File: src/hdl/esm_pkg.sv
`timescale 1ns / 1ps

package esm_pkg;

    localparam int ERR_W   = 32;
    localparam int FRAC_W  = 16;
    localparam int CNT8_W  = 8;
    localparam int NUM_W   = 64;
    localparam int DEN_W   = 36;
    localparam int STEP_W  = 5;
    localparam int CFG_IDX_W = 2;

    localparam logic [ERR_W-1:0]  ALL_ONES   = '1;
    localparam logic [6:0]        GL_SCALE   = 7'd100;
    localparam logic [9:0]        TP_SCALE   = 10'd1000;
    localparam logic [CNT8_W-1:0] UP_MAX     = 8'd255;

    localparam logic [ERR_W-1:0]  GL_THR_RST = 32'h0001_0000;
    localparam logic [ERR_W-1:0]  TP_THR_RST = 32'h0001_0000;
    localparam logic [ERR_W-1:0]  PQ_THR_RST = 32'h0001_0000;
    localparam logic [CNT8_W-1:0] UP_LIM_RST = 8'd3;

    typedef enum logic [CFG_IDX_W-1:0] {
        CFG_GL_THRESHOLD = 2'd0,
        CFG_TP_THRESHOLD = 2'd1,
        CFG_PQ_THRESHOLD = 2'd2,
        CFG_UP_LIMIT     = 2'd3
    } cfg_index_t;

    typedef struct packed {
        logic             start;
        logic [NUM_W-1:0] num;
        logic [DEN_W-1:0] den;
    } div_req_t;

    typedef struct packed {
        logic             done;
        logic [ERR_W-1:0] quot;
    } div_rsp_t;

endpackage

File: src/hdl/esm_sample_if.sv
`timescale 1ns / 1ps

interface esm_sample_if;
    logic                      valid;
    logic                      ready;
    logic [esm_pkg::ERR_W-1:0] train_error;
    logic [esm_pkg::ERR_W-1:0] valid_error;

    modport source (output valid, output train_error, output valid_error, input ready);
    modport sink (input valid, input train_error, input valid_error, output ready);
endinterface

File: src/hdl/esm_result_if.sv
`timescale 1ns / 1ps

interface esm_result_if;
    logic                       valid;
    logic                       ready;
    logic [esm_pkg::ERR_W-1:0]  gl_value;
    logic [esm_pkg::ERR_W-1:0]  tp_value;
    logic [esm_pkg::ERR_W-1:0]  pq_value;
    logic [esm_pkg::CNT8_W-1:0] up_count;
    logic                       gl_exceeded;
    logic                       tp_below;
    logic                       pq_exceeded;
    logic                       up_reached;
    logic                       stop_now;
    logic                       window_full;

    modport source (output valid, output gl_value, output tp_value, output pq_value,
                    output up_count, output gl_exceeded, output tp_below,
                    output pq_exceeded, output up_reached, output stop_now,
                    output window_full, input ready);
    modport sink (input valid, input gl_value, input tp_value, input pq_value,
                  input up_count, input gl_exceeded, input tp_below,
                  input pq_exceeded, input up_reached, input stop_now,
                  input window_full, output ready);
endinterface

File: src/hdl/esm_cfg_if.sv
`timescale 1ns / 1ps

interface esm_cfg_if;
    logic                          valid;
    logic                          ready;
    logic [esm_pkg::CFG_IDX_W-1:0] index;
    logic [esm_pkg::ERR_W-1:0]     data;

    modport source (output valid, output index, output data, input ready);
    modport sink (input valid, input index, input data, output ready);
endinterface

File: src/hdl/esm_div.sv
`timescale 1ns / 1ps

module esm_div (
    input  logic              clk,
    input  logic              rst_n,
    input  esm_pkg::div_req_t req,
    output esm_pkg::div_rsp_t rsp
);

    typedef enum logic [1:0] {
        D_IDLE = 2'b01,
        D_RUN  = 2'b10
    } div_state_t;

    localparam int LO_W = esm_pkg::NUM_W - esm_pkg::ERR_W;

    div_state_t                  state_reg, state_next;
    logic                        done_reg, done_next;
    logic [esm_pkg::STEP_W-1:0]  cnt_reg;
    logic [esm_pkg::DEN_W:0]     rem_reg;
    logic [esm_pkg::ERR_W-1:0]   lo_reg;
    logic [esm_pkg::ERR_W-1:0]   quot_reg;
    logic [esm_pkg::DEN_W-1:0]   den_reg;
    logic [esm_pkg::DEN_W:0]     trial;
    logic                        fits;
    logic                        sat;

    assign trial = {rem_reg[esm_pkg::DEN_W-1:0], lo_reg[esm_pkg::ERR_W-1]};
    assign fits  = (trial >= {1'b0, den_reg});
    // quotient does not fit in 32 bits when the upper half already reaches the divisor
    assign sat   = (esm_pkg::DEN_W'(req.num[esm_pkg::NUM_W-1 -: LO_W]) >= req.den);

    always_comb
    begin
        state_next = state_reg;
        done_next  = 1'b0;
        case (state_reg)
            D_IDLE:
            begin
                if (req.start)
                begin
                    if (req.num == '0 || sat)
                        done_next = 1'b1;
                    else
                        state_next = D_RUN;
                end
            end
            D_RUN:
            begin
                if (cnt_reg == '1)
                begin
                    done_next  = 1'b1;
                    state_next = D_IDLE;
                end
            end
            default:
                state_next = D_IDLE;
        endcase
    end

    always_ff @(posedge clk or negedge rst_n)
    begin
        if (!rst_n)
        begin
            state_reg <= D_IDLE;
            done_reg  <= 1'b0;
        end
        else
        begin
            state_reg <= state_next;
            done_reg  <= done_next;
        end
    end

    always_ff @(posedge clk)
    begin
        if (state_reg == D_IDLE && req.start)
        begin
            den_reg <= req.den;
            cnt_reg <= '0;
            rem_reg <= (esm_pkg::DEN_W + 1)'(req.num[esm_pkg::NUM_W-1 -: LO_W]);
            lo_reg  <= req.num[esm_pkg::ERR_W-1:0];
            if (req.num == '0)
                quot_reg <= '0;
            else if (sat)
                quot_reg <= esm_pkg::ALL_ONES;
            else
                quot_reg <= '0;
        end
        else if (state_reg == D_RUN)
        begin
            cnt_reg  <= cnt_reg + 1'b1;
            lo_reg   <= {lo_reg[esm_pkg::ERR_W-2:0], 1'b0};
            rem_reg  <= fits ? (trial - {1'b0, den_reg}) : trial;
            quot_reg <= {quot_reg[esm_pkg::ERR_W-2:0], fits};
        end
    end

    assign rsp.done = done_reg;
    assign rsp.quot = quot_reg;

endmodule

File: src/hdl/early_stopping_monitor.sv
`timescale 1ns / 1ps
// A transaction scans the STRIP_LENGTH ring slots, then runs one division (three once the
// window is full) on one shared restoring divider, which skips its bit loop when the quotient
// is zero or saturates; after the last division, state S_OUT loads the output register.
// The input is not ready until the result is handed to the output register.
// Reset: rst_n asynchronous, active low; thresholds to defaults, validations to all ones.

module early_stopping_monitor #(
    parameter int STRIP_LENGTH = 5
) (
    input  logic         clk,
    input  logic         rst_n,
    esm_sample_if.sink   sample,
    esm_result_if.source result,
    esm_cfg_if.sink      cfg
);

    localparam int IDX_W = (STRIP_LENGTH > 1) ? $clog2(STRIP_LENGTH) : 1;
    localparam int CNT_W = $clog2(STRIP_LENGTH + 1);
    localparam int SUM_W = esm_pkg::ERR_W + $clog2(STRIP_LENGTH);
    localparam int PROD_W = esm_pkg::NUM_W - esm_pkg::FRAC_W;
    localparam logic [IDX_W-1:0] LAST_IDX = IDX_W'(STRIP_LENGTH - 1);
    localparam logic [CNT_W-1:0] FULL_CNT = CNT_W'(STRIP_LENGTH);

    typedef enum logic [5:0] {
        S_IDLE = 6'b000001,
        S_SCAN = 6'b000010,
        S_GL   = 6'b000100,
        S_TP   = 6'b001000,
        S_PQ   = 6'b010000,
        S_OUT  = 6'b100000
    } state_t;

    state_t state_reg, state_next;

    logic [esm_pkg::ERR_W-1:0]  gl_thr_reg, tp_thr_reg, pq_thr_reg;
    logic [esm_pkg::CNT8_W-1:0] up_lim_reg;

    logic [esm_pkg::ERR_W-1:0]  best_reg, strip_reg;
    logic [esm_pkg::CNT8_W-1:0] incr_reg;
    logic [IDX_W-1:0]           slot_reg;
    logic [CNT_W-1:0]           seen_reg;

    logic [esm_pkg::ERR_W-1:0]  ring [STRIP_LENGTH];
    logic [esm_pkg::ERR_W-1:0]  tr_reg, va_reg;
    logic                       first_reg, full_reg;
    logic [IDX_W-1:0]           cur_slot_reg, j_reg;
    logic [SUM_W-1:0]           sum_reg, lmin_reg;
    logic [esm_pkg::ERR_W-1:0]  min_reg;
    logic [esm_pkg::ERR_W-1:0]  gl_reg, tp_reg, pq_reg;
    logic                       go_reg, go_next;

    logic [esm_pkg::ERR_W-1:0]  scan_val;
    logic                       accept;
    logic [esm_pkg::ERR_W-1:0]  va_best;
    logic [38:0]                gl_prod;
    logic [SUM_W-1:0]           tp_diff;
    logic [PROD_W-1:0]          tp_prod;
    logic                       out_load;

    logic                       out_valid_reg;
    logic [esm_pkg::ERR_W-1:0]  o_gl_reg, o_tp_reg, o_pq_reg;
    logic [esm_pkg::CNT8_W-1:0] o_up_reg;
    logic                       o_fgl_reg, o_ftp_reg, o_fpq_reg, o_fup_reg, o_full_reg;
    logic                       f_gl, f_tp, f_pq, f_up;

    esm_pkg::div_req_t div_req;
    esm_pkg::div_rsp_t div_rsp;

    esm_div u_div (
        .clk   (clk),
        .rst_n (rst_n),
        .req   (div_req),
        .rsp   (div_rsp)
    );

    assign accept       = sample.valid && sample.ready;
    assign sample.ready = (state_reg == S_IDLE);
    assign cfg.ready    = 1'b1;

    assign scan_val = (first_reg || j_reg == cur_slot_reg) ? tr_reg : ring[j_reg];

    assign va_best = va_reg - best_reg;
    assign gl_prod = 39'(va_best) * 39'(esm_pkg::GL_SCALE);
    assign tp_diff = sum_reg - lmin_reg;
    assign tp_prod = PROD_W'(tp_diff) * PROD_W'(esm_pkg::TP_SCALE);

    always_comb
    begin
        div_req.start = go_reg;
        div_req.num   = {9'b0, gl_prod, esm_pkg::FRAC_W'(0)};
        div_req.den   = esm_pkg::DEN_W'(best_reg);
        case (state_reg)
            S_TP:
            begin
                div_req.num = {tp_prod, esm_pkg::FRAC_W'(0)};
                div_req.den = esm_pkg::DEN_W'(lmin_reg);
            end
            S_PQ:
            begin
                div_req.num = {esm_pkg::FRAC_W'(0), gl_reg, esm_pkg::FRAC_W'(0)};
                div_req.den = esm_pkg::DEN_W'(tp_reg);
            end
            default:
            begin
            end
        endcase
    end

    assign out_load = (state_reg == S_OUT) && (!out_valid_reg || result.ready);

    always_comb
    begin
        state_next = state_reg;
        go_next    = 1'b0;
        case (state_reg)
            S_IDLE:
                if (accept)
                    state_next = S_SCAN;
            S_SCAN:
                if (j_reg == LAST_IDX)
                begin
                    state_next = S_GL;
                    go_next    = 1'b1;
                end
            S_GL:
                if (div_rsp.done)
                begin
                    if (full_reg)
                    begin
                        state_next = S_TP;
                        go_next    = 1'b1;
                    end
                    else
                        state_next = S_OUT;
                end
            S_TP:
                if (div_rsp.done)
                begin
                    state_next = S_PQ;
                    go_next    = 1'b1;
                end
            S_PQ:
                if (div_rsp.done)
                    state_next = S_OUT;
            S_OUT:
                if (out_load)
                    state_next = S_IDLE;
            default:
                state_next = S_IDLE;
        endcase
    end

    assign f_gl = (gl_reg > gl_thr_reg);
    assign f_tp = full_reg && (tp_reg < tp_thr_reg);
    assign f_pq = full_reg && (pq_reg > pq_thr_reg);
    assign f_up = (incr_reg >= up_lim_reg);

    always_ff @(posedge clk or negedge rst_n)
    begin
        if (!rst_n)
        begin
            state_reg     <= S_IDLE;
            go_reg        <= 1'b0;
            out_valid_reg <= 1'b0;
            gl_thr_reg    <= esm_pkg::GL_THR_RST;
            tp_thr_reg    <= esm_pkg::TP_THR_RST;
            pq_thr_reg    <= esm_pkg::PQ_THR_RST;
            up_lim_reg    <= esm_pkg::UP_LIM_RST;
            best_reg      <= esm_pkg::ALL_ONES;
            strip_reg     <= esm_pkg::ALL_ONES;
            incr_reg      <= '0;
            slot_reg      <= '0;
            seen_reg      <= '0;
        end
        else
        begin
            state_reg <= state_next;
            go_reg    <= go_next;

            if (out_load)
                out_valid_reg <= 1'b1;
            else if (result.ready)
                out_valid_reg <= 1'b0;

            if (cfg.valid && cfg.ready)
            begin
                case (esm_pkg::cfg_index_t'(cfg.index))
                    esm_pkg::CFG_GL_THRESHOLD: gl_thr_reg <= cfg.data;
                    esm_pkg::CFG_TP_THRESHOLD: tp_thr_reg <= cfg.data;
                    esm_pkg::CFG_PQ_THRESHOLD: pq_thr_reg <= cfg.data;
                    esm_pkg::CFG_UP_LIMIT:     up_lim_reg <= cfg.data[esm_pkg::CNT8_W-1:0];
                    default:
                    begin
                    end
                endcase
            end

            if (accept)
            begin
                if (sample.valid_error < best_reg)
                    best_reg <= sample.valid_error;
                // strip start: count successive increases
                if (slot_reg == '0)
                begin
                    if (strip_reg < sample.valid_error)
                    begin
                        if (incr_reg != esm_pkg::UP_MAX)
                            incr_reg <= incr_reg + 1'b1;
                    end
                    else
                        incr_reg <= '0;
                    strip_reg <= sample.valid_error;
                end
                slot_reg <= (slot_reg == LAST_IDX) ? '0 : slot_reg + 1'b1;
                if (seen_reg != FULL_CNT)
                    seen_reg <= seen_reg + 1'b1;
            end
        end
    end

    always_ff @(posedge clk)
    begin
        if (accept)
        begin
            tr_reg       <= sample.train_error;
            va_reg       <= sample.valid_error;
            first_reg    <= (seen_reg == '0);
            full_reg     <= (seen_reg >= FULL_CNT - 1'b1);
            cur_slot_reg <= slot_reg;
            j_reg        <= '0;
        end

        if (state_reg == S_SCAN)
        begin
            ring[j_reg] <= scan_val;
            sum_reg     <= ((j_reg == '0) ? '0 : sum_reg) + SUM_W'(scan_val);
            if (j_reg == '0 || scan_val < min_reg)
                min_reg <= scan_val;
            if (j_reg != LAST_IDX)
                j_reg <= j_reg + 1'b1;
        end

        if (state_reg == S_GL)
        begin
            lmin_reg <= SUM_W'(min_reg) * SUM_W'(STRIP_LENGTH);
            tp_reg   <= esm_pkg::ALL_ONES;
            pq_reg   <= '0;
            if (div_rsp.done)
                gl_reg <= div_rsp.quot;
        end
        if (state_reg == S_TP && div_rsp.done)
            tp_reg <= div_rsp.quot;
        if (state_reg == S_PQ && div_rsp.done)
            pq_reg <= div_rsp.quot;

        if (out_load)
        begin
            o_gl_reg   <= gl_reg;
            o_tp_reg   <= tp_reg;
            o_pq_reg   <= pq_reg;
            o_up_reg   <= incr_reg;
            o_fgl_reg  <= f_gl;
            o_ftp_reg  <= f_tp;
            o_fpq_reg  <= f_pq;
            o_fup_reg  <= f_up;
            o_full_reg <= full_reg;
        end
    end

    assign result.valid       = out_valid_reg;
    assign result.gl_value    = o_gl_reg;
    assign result.tp_value    = o_tp_reg;
    assign result.pq_value    = o_pq_reg;
    assign result.up_count    = o_up_reg;
    assign result.gl_exceeded = o_fgl_reg;
    assign result.tp_below    = o_ftp_reg;
    assign result.pq_exceeded = o_fpq_reg;
    assign result.up_reached  = o_fup_reg;
    assign result.stop_now    = o_fgl_reg || o_ftp_reg || o_fpq_reg || o_fup_reg;
    assign result.window_full = o_full_reg;

    a_busy_after_accept: assert property (@(posedge clk) disable iff (!rst_n)
        accept |=> !sample.ready)
        else $error("input ready right after a transaction");

    a_done_in_div_state: assert property (@(posedge clk) disable iff (!rst_n)
        div_rsp.done |-> (state_reg == S_GL || state_reg == S_TP || state_reg == S_PQ))
        else $error("divider finished outside a division step");

    a_not_full_defaults: assert property (@(posedge clk) disable iff (!rst_n)
        (result.valid && !result.window_full) |->
            (result.tp_value == esm_pkg::ALL_ONES && result.pq_value == '0))
        else $error("progress or quotient set before window full");

endmodule
File: src/flat_wrapper.sv
// flat-port wrapper written by rule: the top's interface ports become plain ports
module early_stopping_monitor_flat 
#(
    parameter int STRIP_LENGTH = 5
)
  (clk, rst_n, sample_valid, sample_train_error, sample_valid_error, sample_ready, result_valid, result_gl_value, result_tp_value, result_pq_value, result_up_count, result_gl_exceeded, result_tp_below, result_pq_exceeded, result_up_reached, result_stop_now, result_window_full, result_ready, cfg_valid, cfg_index, cfg_data, cfg_ready);
  esm_sample_if sample_i ();
  esm_result_if result_i ();
  esm_cfg_if cfg_i ();
  input  logic clk;
  input  logic rst_n;
  input wire logic [$bits(sample_i.valid)-1:0] sample_valid;
  input wire logic [$bits(sample_i.train_error)-1:0] sample_train_error;
  input wire logic [$bits(sample_i.valid_error)-1:0] sample_valid_error;
  output wire logic [$bits(sample_i.ready)-1:0] sample_ready;
  output wire logic [$bits(result_i.valid)-1:0] result_valid;
  output wire logic [$bits(result_i.gl_value)-1:0] result_gl_value;
  output wire logic [$bits(result_i.tp_value)-1:0] result_tp_value;
  output wire logic [$bits(result_i.pq_value)-1:0] result_pq_value;
  output wire logic [$bits(result_i.up_count)-1:0] result_up_count;
  output wire logic [$bits(result_i.gl_exceeded)-1:0] result_gl_exceeded;
  output wire logic [$bits(result_i.tp_below)-1:0] result_tp_below;
  output wire logic [$bits(result_i.pq_exceeded)-1:0] result_pq_exceeded;
  output wire logic [$bits(result_i.up_reached)-1:0] result_up_reached;
  output wire logic [$bits(result_i.stop_now)-1:0] result_stop_now;
  output wire logic [$bits(result_i.window_full)-1:0] result_window_full;
  input wire logic [$bits(result_i.ready)-1:0] result_ready;
  input wire logic [$bits(cfg_i.valid)-1:0] cfg_valid;
  input wire logic [$bits(cfg_i.index)-1:0] cfg_index;
  input wire logic [$bits(cfg_i.data)-1:0] cfg_data;
  output wire logic [$bits(cfg_i.ready)-1:0] cfg_ready;
  assign sample_i.valid = sample_valid;
  assign sample_i.train_error = sample_train_error;
  assign sample_i.valid_error = sample_valid_error;
  assign sample_ready = sample_i.ready;
  assign result_valid = result_i.valid;
  assign result_gl_value = result_i.gl_value;
  assign result_tp_value = result_i.tp_value;
  assign result_pq_value = result_i.pq_value;
  assign result_up_count = result_i.up_count;
  assign result_gl_exceeded = result_i.gl_exceeded;
  assign result_tp_below = result_i.tp_below;
  assign result_pq_exceeded = result_i.pq_exceeded;
  assign result_up_reached = result_i.up_reached;
  assign result_stop_now = result_i.stop_now;
  assign result_window_full = result_i.window_full;
  assign result_i.ready = result_ready;
  assign cfg_i.valid = cfg_valid;
  assign cfg_i.index = cfg_index;
  assign cfg_i.data = cfg_data;
  assign cfg_ready = cfg_i.ready;
  early_stopping_monitor #(.STRIP_LENGTH(STRIP_LENGTH)) u_core (.clk(clk), .rst_n(rst_n), .sample(sample_i), .result(result_i), .cfg(cfg_i));
endmodule
File: config.mk
export PLATFORM = sky130hd
export DESIGN_NAME = early_stopping_monitor_flat
export DESIGN_NICKNAME = d
export VERILOG_FILES = /design/src/hdl/esm_pkg.sv /design/src/hdl/esm_sample_if.sv /design/src/hdl/esm_result_if.sv /design/src/hdl/esm_cfg_if.sv /design/src/hdl/esm_div.sv /design/src/hdl/early_stopping_monitor.sv /design/src/flat_wrapper.sv
export SDC_FILE = /design/constraint.sdc
export NUM_CORES = 2
export LEC_CHECK = 0
export BUFFER_PORTS_ARGS = -buffer_cell sky130_fd_sc_hd__buf_2
export CORE_ASPECT_RATIO = 0.75
export CORE_MARGIN = 8
export CORE_UTILIZATION = 47
export CTS_CLUSTER_DIAMETER = 100
export CTS_CLUSTER_SIZE = 10
export DETAILED_ROUTE_END_ITERATION = 10
export MAX_ROUTING_LAYER = met4
export PLACE_DENSITY = 0.66
export SYNTH_ARGS = -nofsm -noshare
export SYNTH_HDL_FRONTEND = slang
export SYNTH_SLANG_ARGS = --single-unit
File: constraint.sdc
create_clock -name clk -period 9.4 [get_ports clk]
set_clock_uncertainty 0.2 [all_clocks]
set_input_delay 2.35 -clock clk [delete_from_list [all_inputs] [get_ports clk]]
set_output_delay 2.35 -clock clk [all_outputs]
set_load 0.02 [all_outputs]
==> results.py <==
metrics = {
    "clock_tree": {
        "clk_latency_ps": 720,
        "cts_sinks": 856,
        "cts_buffer_depth": 3,
        "cts_buffers": 97,
        "htreeDepth": 3,
        "cts_tree": "yes",
        "postCtsHoldBufs": 0,
        "clk_pin_slew_ps": 60,
        "root_buffer": "clkbuf_16",
    },
    "synth": {
        "ys_seq_elements": 856,
        "postSynthCellCount": 5171,
        "synth_area_per_cell_um2": 10.7,
        "synth_area_mm2": 0.0554,
        "yosysSeqAreaShare_pct": 44.6,
        "synth_edf_count": 651,
        "synth_top_flop_cell": "edfxtp_1",
        "syn_nets": 6023,
        "async_flop_share_pct": 22.5,
        "synth.largest_area_cell": "edfxtp_1",
        "yosys_warnings": 0,
        "ys_top_cells_by_area": "edfxtp_1 35%, ha_1 14%, dfrtp_1 5.5%",
        "synth_top_area_share_pct": 35.3,
        "synth_cell_types": 90,
    },
    "detailed_routing": {
        "vias": 41600,
        "drtIter0Drc": 3865,
        "wire_per_inst_um": 22.5,
        "via_per_inst": 5.65,
        "ant_nets": 0,
        "drc": 0,
        "drt_pre_antenna_iters": 6,
        "route.final.wire_length_um": 166000,
    },
    "critical_path": {
        "critPathCapture": "u_core.u_div.quot_reg[25]",
        "end_kind": "flop",
        "critPathMaxFanout": 8,
        "crit_type": "reg -> reg",
        "r2r_end": "u_core.u_div.quot_reg[25]",
        "r2r_slack_ps": 130,
        "cpMaxStageDelayCell": "fa_1",
        "worstRegToRegCells": 37,
        "arrival_ps": 9530,
        "crit_start": "u_core.lmin_reg[7]",
        "slowest_delay_ps": 510,
        "crit_required_ps": 9660,
        "crit_path_start_kind": "flop",
        "reg2reg_from": "u_core.lmin_reg[7]",
        "cpMostUsedCell": "buf_4",
    },
    "grt": {
        "antenna_found_initial": 9,
        "grt_overflow": 0,
        "grt_pass1_wl_um": 250000,
        "grt_pass1_vias": 40100,
        "grt_use_total_pct": 25.7,
        "grt_max_degree": 95,
    },
    "cells_and_area": {
        "mostFrequentLayoutCell": "inv_1",
        "area_growth_pct": 16.7,
        "drive_gt1_share_pct": 18.0,
        "instances_no_fill": 7362,
        "final_core_util_pct": 55.1,
        "largest_register_ffs": 160,
        "multiInputGateArea_mm2": 0.0285,
        "fillers": 10200,
        "layout_common_cells": "659 x inv_1, 651 x edfxtp_1, 590 x ha_1, 387 x buf_4, 316 x a21oi_1",
        "regArea_mm2": 0.0247,
        "nets": 6588,
    },
    "placement": {
        "post-place-cells": 7157,
        "dp_hpwl_um": 128000,
        "numPortBuffers": 214,
        "place_congestion": 0.977,
    },
    "floorplan": {
        "die_h_um": 313,
        "core_mm2": 0.117,
        "io_pins": 216,
        "std_cell_rows": 109,
        "dieArea_mm2": 0.129,
        "initial_core_util_pct": 47.2,
        "die_w_um": 413,
    },
    "timing": {
        "fin_crit_ps": 9270,
        "drv_slew": 0,
        "max_clock_freq_ghz": 0.108,
        "maxSlewHeadroom_pct": 28.3,
        "hold_viol": 0,
        "fin_crit_sh_pct": 98.6,
        "setup-violations-final": 0,
        "worst_pin_slew_ps": 1070,
        "rsz0062_at_grt": "true",
    },
    "hold_path": {
        "holdPathStages": 2,
        "hp-class": "reg -> reg",
    },
    "job": {
        "max-cap-violations": 0,
    },
    "run_status": {
        "status": "finished clean",
    },
}
layer usage:
layer	vias up	global-route usage, %	part of all wire [%]
met5	-	-	0
met4	0	5.44	2.3
met3	215	6.42	8.5
met2	1334	36.8	42
met1	20500	37.0	47
li1	19600	-	-
worst min-delay path by stage:
stage                                    from                         to  slack, ps
detailed placement  u_core.u_div.quot_reg[31]          u_core.gl_reg[31]        270
CTS                       u_core.strip_reg[2]        u_core.strip_reg[2]        280
finish                    u_core.strip_reg[2]        u_core.strip_reg[2]        280
floorplan                    u_core.pq_reg[0]  u_core.result.pq_value[0]        230
global route              u_core.strip_reg[4]        u_core.strip_reg[4]        290
global placement          u_core.strip_reg[7]        u_core.strip_reg[7]        270
timing repair:
action	CTS	global route
endpoints found under the setup margin	35	35
hold endpoints to repair	0	0
cloned	1	1
buffers inserted	20	12
resized for setup	44	114
pin swaps	12	32
worst max-delay path: cells and delay by family, from the launching register on:
family / cells / cell delay, ps
adders and majority gates: 5 / 2240
and+or+nand+nor: 8 / 1840
xor gates and xnor gates: 3 / 570
AOI/OAI and AO/OA: 11 / 2320
DFF: 1 / 350
buffers and inverters: 10 / 1480
layout make-up:
class,count,area share (%)
inverter,672,3.90
antenna,3,0.0116
sequential,856,38.2
timing repair buffer,609,6.37
tap,1554,3.01
multi-input combinational,3500,44.1
clock inverter,9,0.282
clock buffer,159,4.18
cell usage after synthesis (55+ instances only):
cell type,number
xor2_1,85
xnor2_1,163
a221oi_1,55
and3_1,69
mux2i_1,69
nor2_1,305
nand4_1,62
inv_1,672
fa_1,143
ha_1,606
dfrtp_1,122
o21ai_0,254
nor2b_1,61
nand3_1,69
clkbuf_1,116
mux2_2,77
a21o_1,192
nand2b_1,69
dfstp_2,71
a21oi_1,330
nand2_1,312
edfxtp_1,651
logic make-up (layout without fill, tap and decap cells):
group / Yosys count / after routing / share of synthesized area, %
and+or+nand+nor: 1175 / 1175 / 10.4
AOI/OAI and AO/OA: 1177 / 1177 / 13.8
other: 1 / 4 / 0.00677
adders and majority gates: 753 / 753 / 18.9
DFF: 856 / 856 / 44.6
xor gates and xnor gates: 248 / 248 / 3.92
buffers and inverters: 815 / 1449 / 5.58
muxes: 146 / 146 / 2.81
metrics by stage:
stage	area, µm²	setup slack [ps]	setup TNS (ps)	hold slack [ps]
6_report	64700	133	0	281
5_1_grt	64700	-235	-7000	292
4_1_cts	64000	1.79	0	284
3_5_place_dp	60700	-488	-15590	272
3_3_place_gp	60700	-314	-9910	269
2_1_floorplan	55400	235	0	226
Power is left out: the tool's default activity adds up to more than one toggle a clock period on the data nets, which glitch-free logic cannot reach.
